$ cat src/sv/wfrm_pkg.sv
`default_nettype none

package wfrm_pkg;

    // Field and datapath widths fixed by the interface.
    localparam int FRAME_W   = 32;
    localparam int FPS_W     = 30;
    localparam int ELAPSED_W = 33;
    localparam int DEN_W     = 33;
    localparam int CFG_IDX_W = 1;

    localparam int HISTORY_DEPTH_DEF = 64;

    localparam logic [FRAME_W-1:0]   RESET_FRAME_NS      = 32'd16666667;
    localparam logic [DEN_W-1:0]     TWO_E9              = 33'd2000000000;
    localparam logic [FRAME_W-1:0]   UPDATE_INTERVAL_RST = 32'd500000000;
    localparam logic [FRAME_W-1:0]   WINDOW_LIMIT_RST    = 32'd1000000000;

    // Configuration register indexes.
    localparam logic [CFG_IDX_W-1:0] CFG_UPDATE_INTERVAL = 1'd0;
    localparam logic [CFG_IDX_W-1:0] CFG_WINDOW_LIMIT    = 1'd1;

    typedef enum logic [3:0] {
        ST_CLEAR,
        ST_IDLE,
        ST_SCAN,
        ST_MEAN_GO,
        ST_MEAN_WAIT,
        ST_AVG_GO,
        ST_AVG_WAIT,
        ST_MIN_GO,
        ST_MIN_WAIT,
        ST_OUT
    } t_state;

endpackage

`default_nettype wire

$ cat src/sv/wfrm_if.sv
`default_nettype none

interface wfrm_in_if;
    logic                           valid;
    logic                           ready;
    logic [wfrm_pkg::FRAME_W-1:0]   frame_time;

    modport source (output valid, output frame_time, input ready);
    modport sink   (input valid, input frame_time, output ready);
endinterface

interface wfrm_out_if;
    logic                           valid;
    logic                           ready;
    logic [wfrm_pkg::FPS_W-1:0]     avg_fps;
    logic [wfrm_pkg::FPS_W-1:0]     min_fps;

    modport source (output valid, output avg_fps, output min_fps, input ready);
    modport sink   (input valid, input avg_fps, input min_fps, output ready);
endinterface

interface wfrm_cfg_if;
    logic                           valid;
    logic                           ready;
    logic [wfrm_pkg::CFG_IDX_W-1:0] index;
    logic [wfrm_pkg::FRAME_W-1:0]   data;

    modport source (output valid, output index, output data, input ready);
    modport sink   (input valid, input index, input data, output ready);
endinterface

`default_nettype wire

$ cat src/sv/wfrm_ram.sv
`default_nettype none

module wfrm_ram #(
    parameter int WIDTH = 32,
    parameter int DEPTH = 64
) (
    input  wire logic                                  i_clk,
    input  wire logic                                  i_we,
    input  wire logic [(DEPTH > 1 ? $clog2(DEPTH) : 1)-1:0] i_waddr,
    input  wire logic [WIDTH-1:0]                      i_wdata,
    input  wire logic [(DEPTH > 1 ? $clog2(DEPTH) : 1)-1:0] i_raddr,
    output logic      [WIDTH-1:0]                      o_rdata
);

    logic [WIDTH-1:0] r_mem [DEPTH];

    always_ff @(posedge i_clk) begin
        if (i_we) begin
            r_mem[i_waddr] <= i_wdata;
        end
        o_rdata <= r_mem[i_raddr];
    end

endmodule

`default_nettype wire

$ cat src/sv/wfrm_div.sv
`default_nettype none

// Restoring divider, one quotient bit per cycle. The quotient is valid
// from the cycle o_done pulses until the next start.
module wfrm_div #(
    parameter int NUM_W = 40,
    parameter int DEN_W = 33
) (
    input  wire logic             i_clk,
    input  wire logic             i_rst_n,
    input  wire logic             i_start,
    input  wire logic [NUM_W-1:0] i_num,
    input  wire logic [DEN_W-1:0] i_den,
    output logic                  o_done,
    output logic      [NUM_W-1:0] o_quo
);

    localparam int CNT_W = $clog2(NUM_W + 1);

    logic [DEN_W:0]   r_rem;
    logic [NUM_W-1:0] r_q;
    logic [DEN_W-1:0] r_den;
    logic [CNT_W-1:0] r_cnt;
    logic             r_busy;
    logic             r_done;

    logic [DEN_W:0]   n_rem_sh;
    logic             n_ge;

    always_comb begin
        n_rem_sh = {r_rem[DEN_W-1:0], r_q[NUM_W-1]};
        n_ge     = n_rem_sh >= {1'b0, r_den};
    end

    always_ff @(posedge i_clk) begin
        if (!i_rst_n) begin
            r_busy <= 1'b0;
            r_done <= 1'b0;
            r_cnt  <= '0;
        end else begin
            r_done <= 1'b0;
            if (i_start) begin
                r_busy <= 1'b1;
                r_cnt  <= CNT_W'(NUM_W);
            end else if (r_busy) begin
                r_cnt <= r_cnt - 1'b1;
                if (r_cnt == CNT_W'(1)) begin
                    r_busy <= 1'b0;
                    r_done <= 1'b1;
                end
            end
        end
    end

    always_ff @(posedge i_clk) begin
        if (i_start) begin
            r_rem <= '0;
            r_q   <= i_num;
            r_den <= i_den;
        end else if (r_busy) begin
            r_rem <= n_ge ? (n_rem_sh - {1'b0, r_den}) : n_rem_sh;
            r_q   <= {r_q[NUM_W-2:0], n_ge};
        end
    end

    assign o_done = r_done;
    assign o_quo  = r_q;

endmodule

`default_nettype wire

$ cat src/sv/windowed_frame_rate_meter.sv
// A word that does not complete an update interval is accepted in the idle state,
// one word per cycle between reports; one that does starts a scan of the whole ring
// and up to three divisions (mean, average rate, minimum rate) on the single shared
// divider, then loads its report into the output register, which can wait for ready.
// No word is accepted from then until the report is loaded.
// Reset runs a pass filling the ring with 16666667; input waits.
`default_nettype none

module windowed_frame_rate_meter #(
    parameter int HISTORY_DEPTH = wfrm_pkg::HISTORY_DEPTH_DEF
) (
    input  wire logic  i_clk,
    input  wire logic  i_rst_n,
    wfrm_in_if.sink    i_frame,
    wfrm_cfg_if.sink   i_cfg,
    wfrm_out_if.source o_report
);

    // Ring address width, scan counter width (must hold the depth itself),
    // and the width of the sum of every ring entry.
    localparam int AW = (HISTORY_DEPTH > 1) ? $clog2(HISTORY_DEPTH) : 1;
    localparam int CW = $clog2(HISTORY_DEPTH + 1);
    localparam int SW = wfrm_pkg::FRAME_W + CW;

    wfrm_pkg::t_state r_state;
    wfrm_pkg::t_state n_state;

    // Configuration registers. The port is always ready; writes must only arrive
    // while the block is idle, which the block itself does not enforce.
    logic [wfrm_pkg::FRAME_W-1:0] r_interval;
    logic [wfrm_pkg::FRAME_W-1:0] r_window;

    // Ring write pointer; it also walks the ring during the clearing pass.
    logic [AW-1:0]                  r_widx;
    logic [wfrm_pkg::ELAPSED_W-1:0] r_elapsed;

    // Scan state: the read address counter and a flag that marks the
    // cycle in which the RAM's registered read data belongs to the scan.
    logic [CW-1:0]                r_scan;
    logic                         r_rd_pend;
    logic [SW-1:0]                r_sum;
    logic [CW-1:0]                r_count;
    logic [wfrm_pkg::FRAME_W-1:0] r_longest;

    // Division results.
    logic [wfrm_pkg::FRAME_W-1:0] r_mean;
    logic [wfrm_pkg::FPS_W-1:0]   r_avg;
    logic [wfrm_pkg::FPS_W-1:0]   r_min;

    // Output register; it lets the next word be accepted while a report waits.
    logic                       r_out_valid;
    logic [wfrm_pkg::FPS_W-1:0] r_out_avg;
    logic [wfrm_pkg::FPS_W-1:0] r_out_min;

    logic                           in_acc;
    logic                           cfg_acc;
    logic                           out_load;
    logic [wfrm_pkg::ELAPSED_W-1:0] elapsed_sum;
    logic                           report_due;
    logic                           scan_issue;
    logic                           scan_done;
    logic                           entry_ok;

    logic                           ram_we;
    logic [AW-1:0]                  ram_waddr;
    logic [wfrm_pkg::FRAME_W-1:0]   ram_wdata;
    logic [wfrm_pkg::FRAME_W-1:0]   ram_rdata;

    logic                           div_start;
    logic [SW-1:0]                  div_num;
    logic [wfrm_pkg::DEN_W-1:0]     div_den;
    logic                           div_done;
    logic [SW-1:0]                  div_quo;

    // Handshakes.
    assign i_frame.ready = (r_state == wfrm_pkg::ST_IDLE);
    assign i_cfg.ready   = 1'b1;
    assign in_acc        = i_frame.valid && i_frame.ready;
    assign cfg_acc       = i_cfg.valid && i_cfg.ready;

    assign o_report.valid   = r_out_valid;
    assign o_report.avg_fps = r_out_avg;
    assign o_report.min_fps = r_out_min;

    // The elapsed time always fits in the frame width, since it is cleared once it reaches
    // the update interval, so its sum with one frame time fits in the accumulator width.
    assign elapsed_sum = r_elapsed + wfrm_pkg::ELAPSED_W'(i_frame.frame_time);
    assign report_due  = elapsed_sum >= wfrm_pkg::ELAPSED_W'(r_interval);

    assign scan_issue = (r_scan != CW'(HISTORY_DEPTH));
    assign scan_done  = !scan_issue && !r_rd_pend;
    assign entry_ok   = (ram_rdata != '0) && (ram_rdata <= r_window);

    assign out_load = (r_state == wfrm_pkg::ST_OUT) && (!r_out_valid || o_report.ready);

    // Next state.
    always_comb begin
        n_state = r_state;
        case (r_state)
            wfrm_pkg::ST_CLEAR: begin
                if (r_widx == AW'(HISTORY_DEPTH - 1)) begin
                    n_state = wfrm_pkg::ST_IDLE;
                end
            end
            wfrm_pkg::ST_IDLE: begin
                if (in_acc && report_due) begin
                    n_state = wfrm_pkg::ST_SCAN;
                end
            end
            wfrm_pkg::ST_SCAN: begin
                if (scan_done) begin
                    n_state = wfrm_pkg::ST_MEAN_GO;
                end
            end
            wfrm_pkg::ST_MEAN_GO: begin
                // With no valid entry both rates stay zero.
                n_state = (r_count == '0) ? wfrm_pkg::ST_MIN_GO : wfrm_pkg::ST_MEAN_WAIT;
            end
            wfrm_pkg::ST_MEAN_WAIT: begin
                if (div_done) begin
                    n_state = wfrm_pkg::ST_AVG_GO;
                end
            end
            wfrm_pkg::ST_AVG_GO: begin
                n_state = wfrm_pkg::ST_AVG_WAIT;
            end
            wfrm_pkg::ST_AVG_WAIT: begin
                if (div_done) begin
                    n_state = wfrm_pkg::ST_MIN_GO;
                end
            end
            wfrm_pkg::ST_MIN_GO: begin
                n_state = (r_longest == '0) ? wfrm_pkg::ST_OUT : wfrm_pkg::ST_MIN_WAIT;
            end
            wfrm_pkg::ST_MIN_WAIT: begin
                if (div_done) begin
                    n_state = wfrm_pkg::ST_OUT;
                end
            end
            wfrm_pkg::ST_OUT: begin
                if (out_load) begin
                    n_state = wfrm_pkg::ST_IDLE;
                end
            end
            default: begin
                n_state = wfrm_pkg::ST_IDLE;
            end
        endcase
    end

    // Ring write port and divider operands per state. The mean is sum over
    // count; each rate is (2e9 + x) / (2x), which rounds 1e9 / x half up.
    always_comb begin
        ram_we    = 1'b0;
        ram_waddr = r_widx;
        ram_wdata = i_frame.frame_time;
        div_start = 1'b0;
        div_num   = r_sum;
        div_den   = wfrm_pkg::DEN_W'(r_count);
        case (r_state)
            wfrm_pkg::ST_CLEAR: begin
                ram_we    = 1'b1;
                ram_wdata = wfrm_pkg::RESET_FRAME_NS;
            end
            wfrm_pkg::ST_IDLE: begin
                ram_we = in_acc;
            end
            wfrm_pkg::ST_MEAN_GO: begin
                div_start = (r_count != '0);
            end
            wfrm_pkg::ST_AVG_GO: begin
                div_start = 1'b1;
                div_num   = SW'(wfrm_pkg::TWO_E9 + wfrm_pkg::DEN_W'(r_mean));
                div_den   = {r_mean, 1'b0};
            end
            wfrm_pkg::ST_MIN_GO: begin
                div_start = (r_longest != '0);
                div_num   = SW'(wfrm_pkg::TWO_E9 + wfrm_pkg::DEN_W'(r_longest));
                div_den   = {r_longest, 1'b0};
            end
            default: begin
                ram_we = 1'b0;
            end
        endcase
    end

    // Control registers.
    always_ff @(posedge i_clk) begin
        if (!i_rst_n) begin
            r_state     <= wfrm_pkg::ST_CLEAR;
            r_interval  <= wfrm_pkg::UPDATE_INTERVAL_RST;
            r_window    <= wfrm_pkg::WINDOW_LIMIT_RST;
            r_widx      <= '0;
            r_elapsed   <= '0;
            r_scan      <= '0;
            r_rd_pend   <= 1'b0;
            r_out_valid <= 1'b0;
        end else begin
            r_state <= n_state;

            if (cfg_acc) begin
                case (i_cfg.index)
                    wfrm_pkg::CFG_UPDATE_INTERVAL: r_interval <= i_cfg.data;
                    wfrm_pkg::CFG_WINDOW_LIMIT:    r_window   <= i_cfg.data;
                    default:                       r_window   <= r_window;
                endcase
            end

            if (ram_we) begin
                r_widx <= (r_widx == AW'(HISTORY_DEPTH - 1)) ? '0 : r_widx + 1'b1;
            end

            if (in_acc) begin
                r_elapsed <= report_due ? '0 : elapsed_sum;
                r_scan    <= '0;
                r_rd_pend <= 1'b0;
            end else if (r_state == wfrm_pkg::ST_SCAN) begin
                r_rd_pend <= scan_issue;
                if (scan_issue) begin
                    r_scan <= r_scan + 1'b1;
                end
            end

            if (out_load) begin
                r_out_valid <= 1'b1;
            end else if (o_report.ready) begin
                r_out_valid <= 1'b0;
            end
        end
    end

    // Accumulation and result registers.
    always_ff @(posedge i_clk) begin
        if (in_acc) begin
            r_sum     <= '0;
            r_count   <= '0;
            r_longest <= '0;
            r_avg     <= '0;
            r_min     <= '0;
        end else if (r_state == wfrm_pkg::ST_SCAN && r_rd_pend && entry_ok) begin
            r_sum   <= r_sum + SW'(ram_rdata);
            r_count <= r_count + 1'b1;
            if (ram_rdata > r_longest) begin
                r_longest <= ram_rdata;
            end
        end

        if (div_done) begin
            case (r_state)
                wfrm_pkg::ST_MEAN_WAIT: r_mean <= wfrm_pkg::FRAME_W'(div_quo);
                wfrm_pkg::ST_AVG_WAIT:  r_avg  <= wfrm_pkg::FPS_W'(div_quo);
                wfrm_pkg::ST_MIN_WAIT:  r_min  <= wfrm_pkg::FPS_W'(div_quo);
                default:                r_mean <= r_mean;
            endcase
        end

        if (out_load) begin
            r_out_avg <= r_avg;
            r_out_min <= r_min;
        end
    end

    // The ring of recent frame times. The scan reads it at the scan counter;
    // no write happens during a scan, so there is no read-write overlap.
    wfrm_ram #(
        .WIDTH(wfrm_pkg::FRAME_W),
        .DEPTH(HISTORY_DEPTH)
    ) u_ring (
        .i_clk  (i_clk),
        .i_we   (ram_we),
        .i_waddr(ram_waddr),
        .i_wdata(ram_wdata),
        .i_raddr(r_scan[AW-1:0]),
        .o_rdata(ram_rdata)
    );

    // One divider shared by the mean and both rate divisions.
    wfrm_div #(
        .NUM_W(SW),
        .DEN_W(wfrm_pkg::DEN_W)
    ) u_div (
        .i_clk  (i_clk),
        .i_rst_n(i_rst_n),
        .i_start(div_start),
        .i_num  (div_num),
        .i_den  (div_den),
        .o_done (div_done),
        .o_quo  (div_quo)
    );

endmodule

`default_nettype wire
$ cat src/flat_wrapper.sv
// flat-port wrapper written by rule: the top's interface ports become plain ports
module windowed_frame_rate_meter_flat 
#(
    parameter int HISTORY_DEPTH = wfrm_pkg::HISTORY_DEPTH_DEF
)
  (i_clk, i_rst_n, i_frame_valid, i_frame_frame_time, i_frame_ready, i_cfg_valid, i_cfg_index, i_cfg_data, i_cfg_ready, o_report_valid, o_report_avg_fps, o_report_min_fps, o_report_ready);
  wfrm_in_if i_frame_i ();
  wfrm_cfg_if i_cfg_i ();
  wfrm_out_if o_report_i ();
  input  wire logic i_clk;
  input  wire logic i_rst_n;
  input wire logic [$bits(i_frame_i.valid)-1:0] i_frame_valid;
  input wire logic [$bits(i_frame_i.frame_time)-1:0] i_frame_frame_time;
  output wire logic [$bits(i_frame_i.ready)-1:0] i_frame_ready;
  input wire logic [$bits(i_cfg_i.valid)-1:0] i_cfg_valid;
  input wire logic [$bits(i_cfg_i.index)-1:0] i_cfg_index;
  input wire logic [$bits(i_cfg_i.data)-1:0] i_cfg_data;
  output wire logic [$bits(i_cfg_i.ready)-1:0] i_cfg_ready;
  output wire logic [$bits(o_report_i.valid)-1:0] o_report_valid;
  output wire logic [$bits(o_report_i.avg_fps)-1:0] o_report_avg_fps;
  output wire logic [$bits(o_report_i.min_fps)-1:0] o_report_min_fps;
  input wire logic [$bits(o_report_i.ready)-1:0] o_report_ready;
  assign i_frame_i.valid = i_frame_valid;
  assign i_frame_i.frame_time = i_frame_frame_time;
  assign i_frame_ready = i_frame_i.ready;
  assign i_cfg_i.valid = i_cfg_valid;
  assign i_cfg_i.index = i_cfg_index;
  assign i_cfg_i.data = i_cfg_data;
  assign i_cfg_ready = i_cfg_i.ready;
  assign o_report_valid = o_report_i.valid;
  assign o_report_avg_fps = o_report_i.avg_fps;
  assign o_report_min_fps = o_report_i.min_fps;
  assign o_report_i.ready = o_report_ready;
  windowed_frame_rate_meter #(.HISTORY_DEPTH(HISTORY_DEPTH)) u_core (.i_clk(i_clk), .i_rst_n(i_rst_n), .i_frame(i_frame_i), .i_cfg(i_cfg_i), .o_report(o_report_i));
endmodule
$ cat config.mk
export PLATFORM = sky130hd
export DESIGN_NAME = windowed_frame_rate_meter_flat
export DESIGN_NICKNAME = d
export VERILOG_FILES = /design/src/sv/wfrm_pkg.sv /design/src/sv/wfrm_if.sv /design/src/sv/wfrm_ram.sv /design/src/sv/wfrm_div.sv /design/src/sv/windowed_frame_rate_meter.sv /design/src/flat_wrapper.sv
export SDC_FILE = /design/constraint.sdc
export NUM_CORES = 2
export LEC_CHECK = 0
export ABC_CLOCK_PERIOD_IN_PS = 6440
export BUFFER_PORTS_ARGS = -buffer_cell sky130_fd_sc_hd__buf_4
export CAP_MARGIN = 20
export CORE_UTILIZATION = 50
export DETAILED_ROUTE_END_ITERATION = 6
export PLACE_DENSITY_LB_ADDON = 0.1
export SLEW_MARGIN = 30
export SYNTH_ARGS = -nofsm -noshare
export SYNTH_HDL_FRONTEND = slang
export SYNTH_SLANG_ARGS = --single-unit
$ cat constraint.sdc
create_clock -name i_clk -period 6.44 [get_ports i_clk]
set_input_delay 1.288 -clock i_clk [delete_from_list [all_inputs] [get_ports i_clk]]
set_output_delay 1.288 -clock i_clk [all_outputs]
set_load 0.01 [all_outputs]
== Word level (Yosys, flattened, before mapping) ==
Memories as Yosys holds them, arrays and structs flattened. A register that Yosys moved wholly into a read port is not among the register bits.
Cells that the tools add are included.
Operators by class
  add/subtract/negate cells: 9
  multiply operators: 0
  divide/modulo/power cells: 0
  order comparisons: 4
  equality and inequality tests: 19
  shifts and indexed selects: 0
  muxes and demuxes: 36
  bitwise gates (word level): 3
  reductions and logical operators: 28
Operators with widths (count)
  30-bit two-way mux: 6
  39-bit two-way mux: 2
  39-bit one-hot mux with 2 select lines: 1
  31-bit by 32-bit adder with 33-bit output (first input constant): 2
  33-bit two-way mux: 2
  33-bit one-hot mux with 2 select lines: 1
  32-bit nonzero test: 2
  4-bit one-hot mux with 10 select lines: 1
  39-bit by 32-bit adder with 39-bit output: 1
  34-bit by 33-bit greater-or-equal comparator with 1-bit output: 1
  33-bit by 32-bit adder with 33-bit output: 1
  33-bit by 32-bit greater-or-equal comparator with 1-bit output: 1
  33-bit subtractor: 1
  32-bit greater-than comparator: 1
  32-bit less-or-equal comparator: 1
  32-bit zero test: 1
  32-bit two-way mux: 1
  4-bit two-way mux: 7
  6-bit two-way mux: 3
  4-bit by 3-bit == test with 1-bit output (second input constant): 4
  7-bit by 1-bit adder with 7-bit output (second input constant): 2
  2-bit AND reduction: 5
  1-bit two-way mux: 9
  4-bit by 2-bit == test with 1-bit output (second input constant): 2
  23 further kinds: 41
Word-level totals
  bits in registers: 459
  bits in latches: 0
  memory bits (writable): 2048
  bits in read-only memories: 0
  input bits: 70
  output and inout bits: 63
  word-level logic and storage cells: 123
  memories: 1
Memories
  u_core.u_ring.r_mem: depth 64, bits a word 32, rd ports 1, clocked after Yosys merged registers in 1, wr ports 1, RTL line wfrm_ram.sv:15  | logic [WIDTH-1:0] r_mem [DEPTH];

== Logic depth before layout (Yosys ltp) ==
  depth after elaboration: 5
  mapped depth: 24
  mapped depth without buffers: 23

== Modules after synthesis ==
From an unflattened synthesis, not the netlist that was laid out.
Second synthesis, totals
  cell total of the unflattened synthesis: 6029
  area total of the unflattened synthesis: 104032.3 µm²
Modules (own cells, without submodules)
  wfrm_ram: instances 1, cells each 3324, area each 78515.3 µm², seq. area each 62139.6 µm²
  windowed_frame_rate_meter: instances 1, cells each 2090, area each 19133.4 µm², seq. area each 7847.5 µm²
  wfrm_div: instances 1, cells each 615, area each 6383.6 µm², seq. area each 2982.9 µm²

== Worst setup path before layout ==
Ideal clock, no wire load.
  path type: input-to-reg
  from: in i_frame_frame_time[0]
  to: reg u_core.r_elapsed[10] (netlist name)
  arrival: 4965 ps
  path slack: 1358 ps
  stages: 24
  buffers on the path: 2
  cell sequence: ha_1 inv_1 fa_1 nor2b_1 o31a_1 o21ai_1 a2111oi_0 o21ai_0 a22oi_1 a21o_1 a21oi_1 xnor2_1 ha_1 nand4_1 nor2_1 nand3_1 nor2_1 nor4_1 a211oi_1 nor3_1 and4_1 buf_4 buf_6 a22o_1
On the way
  longest elaborated chain between the ends: 3
Ends and longest elaborated chain
  start: declaration: RTL line flat_wrapper.sv:13  | input wire logic [$bits(i_frame_i.frame_time)-1:0] i_frame_frame_time;
  33-bit by 32-bit adder with 33-bit output (*): RTL line windowed_frame_rate_meter.sv:87  | assign elapsed_sum = r_elapsed + wfrm_pkg::ELAPSED_W'(i_frame.frame_time);
  33-bit by 32-bit greater-or-equal comparator with 1-bit output: RTL line windowed_frame_rate_meter.sv:88  | assign report_due = elapsed_sum >= wfrm_pkg::ELAPSED_W'(r_interval);
  33-bit two-way mux (*): RTL line windowed_frame_rate_meter.sv:214  | r_elapsed <= report_due ? '0 : elapsed_sum;
  end signal: assignment: RTL line windowed_frame_rate_meter.sv:214
  end: declaration: RTL line windowed_frame_rate_meter.sv:35  | logic [wfrm_pkg::ELAPSED_W-1:0] r_elapsed;
Every way passes the cells marked *; elsewhere a longest branch is shown, timed or not.
A chain may end at the register's enable or synchronous reset.

== Final worst setup path ==
  from: in i_frame_frame_time[0]
  to: reg u_core.r_elapsed[24] (netlist name)
The elaborated chain is that of the path after synthesis.

==> flow_results.xml <==
<?xml version="1.0" encoding="UTF-8"?>
<metrics>
  <group name="outcome">
    <metric name="outcome" unit="">finished clean</metric>
  </group>
  <group name="detailed_routing">
    <metric name="wirelength" unit="µm">275000</metric>
    <metric name="first_pass_iters" unit="">5</metric>
    <metric name="first_iter_violations" unit="">5889</metric>
    <metric name="post-route-drc-count" unit="">0</metric>
    <metric name="route.vias.total" unit="">55600</metric>
    <metric name="vias_per_cell" unit="">6.19</metric>
    <metric name="detail-route-antenna-nets" unit="">0</metric>
    <metric name="drt-wirelength-per-cell" unit="µm">30.5</metric>
  </group>
  <group name="die">
    <metric name="floorplan.die.height" unit="µm">457</metric>
    <metric name="initial_core_util" unit="%">50.5</metric>
    <metric name="fp.dieW" unit="µm">457</metric>
    <metric name="core_area" unit="µm²">205000</metric>
    <metric name="std_cell_rows" unit="">166</metric>
    <metric name="boundaryPins" unit="">133</metric>
    <metric name="die-area" unit="µm²">209000</metric>
  </group>
  <group name="sta">
    <metric name="min_period_over_period" unit="%">83.9</metric>
    <metric name="setup-tns-final" unit="ns">0</metric>
    <metric name="fmax" unit="MHz">185</metric>
    <metric name="rsz0062_at_grt" unit="">no</metric>
    <metric name="setup_violations" unit="">0</metric>
    <metric name="timing.max_slew.rel_slack" unit="%">20.4</metric>
    <metric name="final_worst_setup_slack" unit="ns">1.04</metric>
    <metric name="post-route-min-period" unit="ns">5.40</metric>
    <metric name="holdWs" unit="ns">0.433</metric>
    <metric name="finalHoldViolCount" unit="">0</metric>
    <metric name="worst_clock_skew" unit="ns">0.0461</metric>
    <metric name="number_of_pins_with_negative_max_slew_slack_in_the_final_report" unit="">0</metric>
    <metric name="transition_time_at_the_pin_with_the_least_slew_margin" unit="ns">1.16</metric>
  </group>
  <group name="worst_setup_path">
    <metric name="rr_worst_depth" unit="">22</metric>
    <metric name="cp-start-kind" unit="">primary input</metric>
    <metric name="startpoint_of_the_worst_setup_timing_path" unit="">i_frame_frame_time[0]</metric>
    <metric name="crit_path_max_incr_delay" unit="ns">0.46</metric>
    <metric name="r2r_slack" unit="ns">1.16</metric>
    <metric name="timing.critical_path.arrival" unit="ns">6.21</metric>
    <metric name="critical_path.top_delay_family" unit="">compound AO/OA/AOI/OAI gates</metric>
    <metric name="slowest_stage" unit="">sky130_fd_sc_hd__nor3_1</metric>
    <metric name="timing.setup.critical_path_class" unit="">in -&gt; reg</metric>
    <metric name="r2r-start" unit="">u_core.r_elapsed[0]</metric>
    <metric name="cp.required" unit="ns">7.24</metric>
    <metric name="critical_path_peak_fanout" unit="">32</metric>
    <metric name="timing.critical_path.cells" unit="">buf_4 -&gt; ha_1 -&gt; inv_1 -&gt; fa_1 -&gt; nor2b_1 -&gt; o31a_1 -&gt; o21ai_1 -&gt; buf_4 -&gt; a21oi_1 -&gt; a41oi_2 -&gt; o21a_1 -&gt; o21bai_1 -&gt; a21oi_1 -&gt; xnor2_1 -&gt; ha_1 -&gt; a211oi_1 -&gt; o21ai_0 -&gt; nor4_1 -&gt; a211oi_1 -&gt; nor3_1 -&gt; and4_1 -&gt; buf_12 -&gt; a22o_1</metric>
    <metric name="worstPathBufferInverterCount" unit="">4</metric>
    <metric name="reg2reg_end" unit="">u_core.r_elapsed[24]</metric>
    <metric name="setup.worst_path.end_class" unit="">register</metric>
  </group>
  <group name="synthesis">
    <metric name="post_synth.cell_area_avg" unit="µm²">17.9</metric>
    <metric name="async_flop_share" unit="%">0</metric>
    <metric name="synth.yosys.warnings" unit="">0</metric>
    <metric name="syn_area" unit="µm²">104000</metric>
    <metric name="synthesis.instances" unit="">5801</metric>
    <metric name="ys_seq_area_share" unit="%">70.4</metric>
    <metric name="number_of_enable_flip_flop_cells_after_synthesis" unit="">2212</metric>
    <metric name="yosysUniqueCellTypes" unit="">84</metric>
    <metric name="syn-num-nets" unit="">6075</metric>
    <metric name="synth_ff_type" unit="">sky130_fd_sc_hd__edfxtp_1</metric>
    <metric name="ys_seq_elements" unit="">2539</metric>
  </group>
  <group name="placement">
    <metric name="place_congestion" unit="">0.889</metric>
    <metric name="place.detailed.hpwl" unit="µm">170000</metric>
    <metric name="port_bufs" unit="">131</metric>
    <metric name="postPlaceCellArea" unit="µm²">109000</metric>
    <metric name="placedCellCount" unit="">8508</metric>
    <metric name="detailedPlace.worstSlack" unit="ns">0.198</metric>
  </group>
  <group name="pwr">
    <metric name="seq_power_share" unit="%">45.6</metric>
    <metric name="vdd.ir_drop.worst" unit="V">0.000304</metric>
    <metric name="power.share.combinational" unit="%">22.2</metric>
    <metric name="p_per_area" unit="nW/µm²">390</metric>
    <metric name="static-leakage-power" unit="nW">38.3</metric>
    <metric name="fin_total_pwr" unit="mW">45.9</metric>
    <metric name="clock_power_share" unit="%">32.2</metric>
    <metric name="p_sw" unit="mW">13.5</metric>
    <metric name="sw_frac_of_total" unit="%">29.5</metric>
    <metric name="p_int" unit="mW">32.3</metric>
  </group>
  <group name="worst_hold_path">
    <metric name="timing.hold.worst_path_depth" unit="">0</metric>
    <metric name="min_from" unit="">u_core.r_min[8]</metric>
    <metric name="worstHoldPathType" unit="">reg -&gt; reg</metric>
    <metric name="hold_end" unit="">u_core.o_report.min_fps[8]</metric>
  </group>
  <group name="cts">
    <metric name="cts_setup_buffers" unit="">0</metric>
    <metric name="clk_path_buf_depth" unit="">4</metric>
    <metric name="clock_sinks" unit="">2539</metric>
    <metric name="clk-insertion-delay-late" unit="ns">0.91</metric>
    <metric name="clock_tree_from_tritoncts" unit="">done</metric>
    <metric name="clk_transition_reported_paths" unit="ns">0.06</metric>
    <metric name="post_cts.resized_instances" unit="">0</metric>
    <metric name="numCtsBuffers" unit="">282</metric>
    <metric name="htreeDepth" unit="">5</metric>
    <metric name="ctsHoldBuffers" unit="">0</metric>
    <metric name="cell_at_the_root_of_the_clock_tree" unit="">sky130_fd_sc_hd__clkbuf_16</metric>
  </group>
  <group name="cells_and_area">
    <metric name="drive_above_1_share" unit="%">22.9</metric>
    <metric name="area_growth" unit="%">13.3</metric>
    <metric name="final_area" unit="µm²">118000</metric>
    <metric name="final_net_count" unit="">6382</metric>
    <metric name="instances_no_fill" unit="">8994</metric>
    <metric name="utilization" unit="%">57.2</metric>
  </group>
  <group name="grt">
    <metric name="grt_pass1_wl" unit="µm">394000</metric>
    <metric name="maximum_number_of_pins_on_one_net_before_global_route_repair" unit="">86</metric>
    <metric name="grt.overflow.total" unit="">0</metric>
    <metric name="grt_antenna_before_repair" unit="">11</metric>
    <metric name="grt_pass1_vias" unit="">55000</metric>
    <metric name="groute.usage.overall" unit="%">26.3</metric>
  </group>
  <group name="run">
    <metric name="max-cap-violations" unit="">0</metric>
  </group>
</metrics>
-- kinds of logic after synthesis --
family / after synthesis / share of synthesized area, %
flip-flops: 2539 / 70.4
multiplexers: 797 / 15.2
AND/OR/NAND/NOR: 868 / 3.83
other: 1 / 0.00362
adder cells (fa/ha/maj): 204 / 2.48
buffers and inverters: 459 / 1.82
AO/OA/AOI/OAI: 812 / 5.29
XOR/XNOR: 121 / 1.02
-- cells in the final DEF (no fill, tap or decap), types with 42 or more instances in the layout --
| master | Yosys | layout |
|---|---|---|
| sky130_fd_sc_hd__ha_1 | 201 | 201 |
| sky130_fd_sc_hd__clkinv_1 | 1 | 60 |
| sky130_fd_sc_hd__clkbuf_16 | 0 | 286 |
| sky130_fd_sc_hd__buf_4 | 5 | 291 |
| sky130_fd_sc_hd__a22o_1 | 100 | 100 |
| sky130_fd_sc_hd__nand2_1 | 280 | 279 |
| sky130_fd_sc_hd__dfxtp_1 | 327 | 320 |
| sky130_fd_sc_hd__o211ai_1 | 42 | 42 |
| sky130_fd_sc_hd__edfxtp_1 | 2212 | 2212 |
| sky130_fd_sc_hd__mux2i_1 | 171 | 167 |
| sky130_fd_sc_hd__clkbuf_1 | 174 | 55 |
| sky130_fd_sc_hd__nor2_4 | 1 | 65 |
| sky130_fd_sc_hd__nor2_1 | 298 | 230 |
| sky130_fd_sc_hd__a21boi_0 | 51 | 51 |
| sky130_fd_sc_hd__nand3_1 | 43 | 42 |
| sky130_fd_sc_hd__o21ai_0 | 155 | 155 |
| sky130_fd_sc_hd__a21o_1 | 56 | 56 |
| sky130_fd_sc_hd__inv_1 | 169 | 166 |
| sky130_fd_sc_hd__a211oi_1 | 59 | 59 |
| sky130_fd_sc_hd__clkinv_2 | 0 | 43 |
| sky130_fd_sc_hd__xnor2_1 | 82 | 82 |
| sky130_fd_sc_hd__mux4_2 | 622 | 622 |
| sky130_fd_sc_hd__a21oi_1 | 162 | 162 |
-- layer usage --
| metal | routed length, µm | GRT usage [%] |
|---|---|---|
| met5 | 21 | 0 |
| met4 | 8300 | 7.67 |
| met3 | 18700 | 4.19 |
| met2 | 133000 | 42.6 |
| met1 | 115000 | 36.9 |
-- worst max-delay path by stage --
stage,cells after the start,slack [ns],to
finish,23,1.04,u_core.r_elapsed[24]
global route,24,0.87,u_core.r_elapsed[24]
CTS,24,1.12,u_core.r_elapsed[24]
detailed placement,24,0.20,u_core.r_elapsed[24]
global placement,24,0.23,u_core.r_elapsed[20]
floorplan,24,1.36,u_core.r_elapsed[10]
-- power by group through the flow --
stage | Sequential (mW) | Clock, mW | Combinational, mW
after floorplan | 20.7 | 0 | 6.83
after global placement | 21.2 | 0 | 10.0
after detailed placement | 21.2 | 0 | 10.2
after CTS | 20.9 | 15.0 | 10.2
after global routing | 21.0 | 15.6 | 11.0
final | 20.9 | 14.8 | 10.2
-- cells in the mapped netlist, drive strengths merged (82+ instances only) --
library cell / n / area (µm²)
ha: 201 / 2510
inv: 170 / 638
nor2: 299 / 1130
a21oi: 162 / 811
o21ai: 162 / 811
xnor2: 82 / 718
dfxtp: 327 / 6550
mux4: 622 / 14000
clkbuf: 174 / 653
mux2i: 171 / 1710
a22o: 100 / 876
buf: 114 / 591
nand2: 280 / 1050
edfxtp: 2212 / 66400
-- state kept, by name (all words and copies together), names as in the netlist, 7 cells and up --
| register | flops |
|---|---|
| u_core.r_count | 7 |
| u_core.r_elapsed | 33 |
| u_core.r_mean | 32 |
| u_core.o_report.avg_fps | 30 |
| u_core.r_min | 30 |
| u_core.u_ring.o_rdata | 32 |
| u_core.o_report.min_fps | 30 |
| u_core.u_div.r_den | 33 |
| u_core.r_sum | 39 |
| u_core.r_window | 32 |
| u_core.r_longest | 32 |
| u_core.r_avg | 30 |
| u_core.r_scan | 7 |
| u_core.u_div.r_rem | 33 |
| u_core.u_ring.r_mem | 2048 |
| u_core.u_div.o_quo | 39 |
| u_core.r_interval | 32 |
-- area by class of cell --
type,count,area (µm²)
diodes,6,15.0
multi-input cells,2803,29600
clock buffers,344,7400
inverters,171,644
well taps,2688,3360
repair buffers,311,2650
flip-flops and latches,2539,73000
fillers,15400,87900
clock inverters,132,873
No activity file was read; power rests on OpenSTA's default activity.
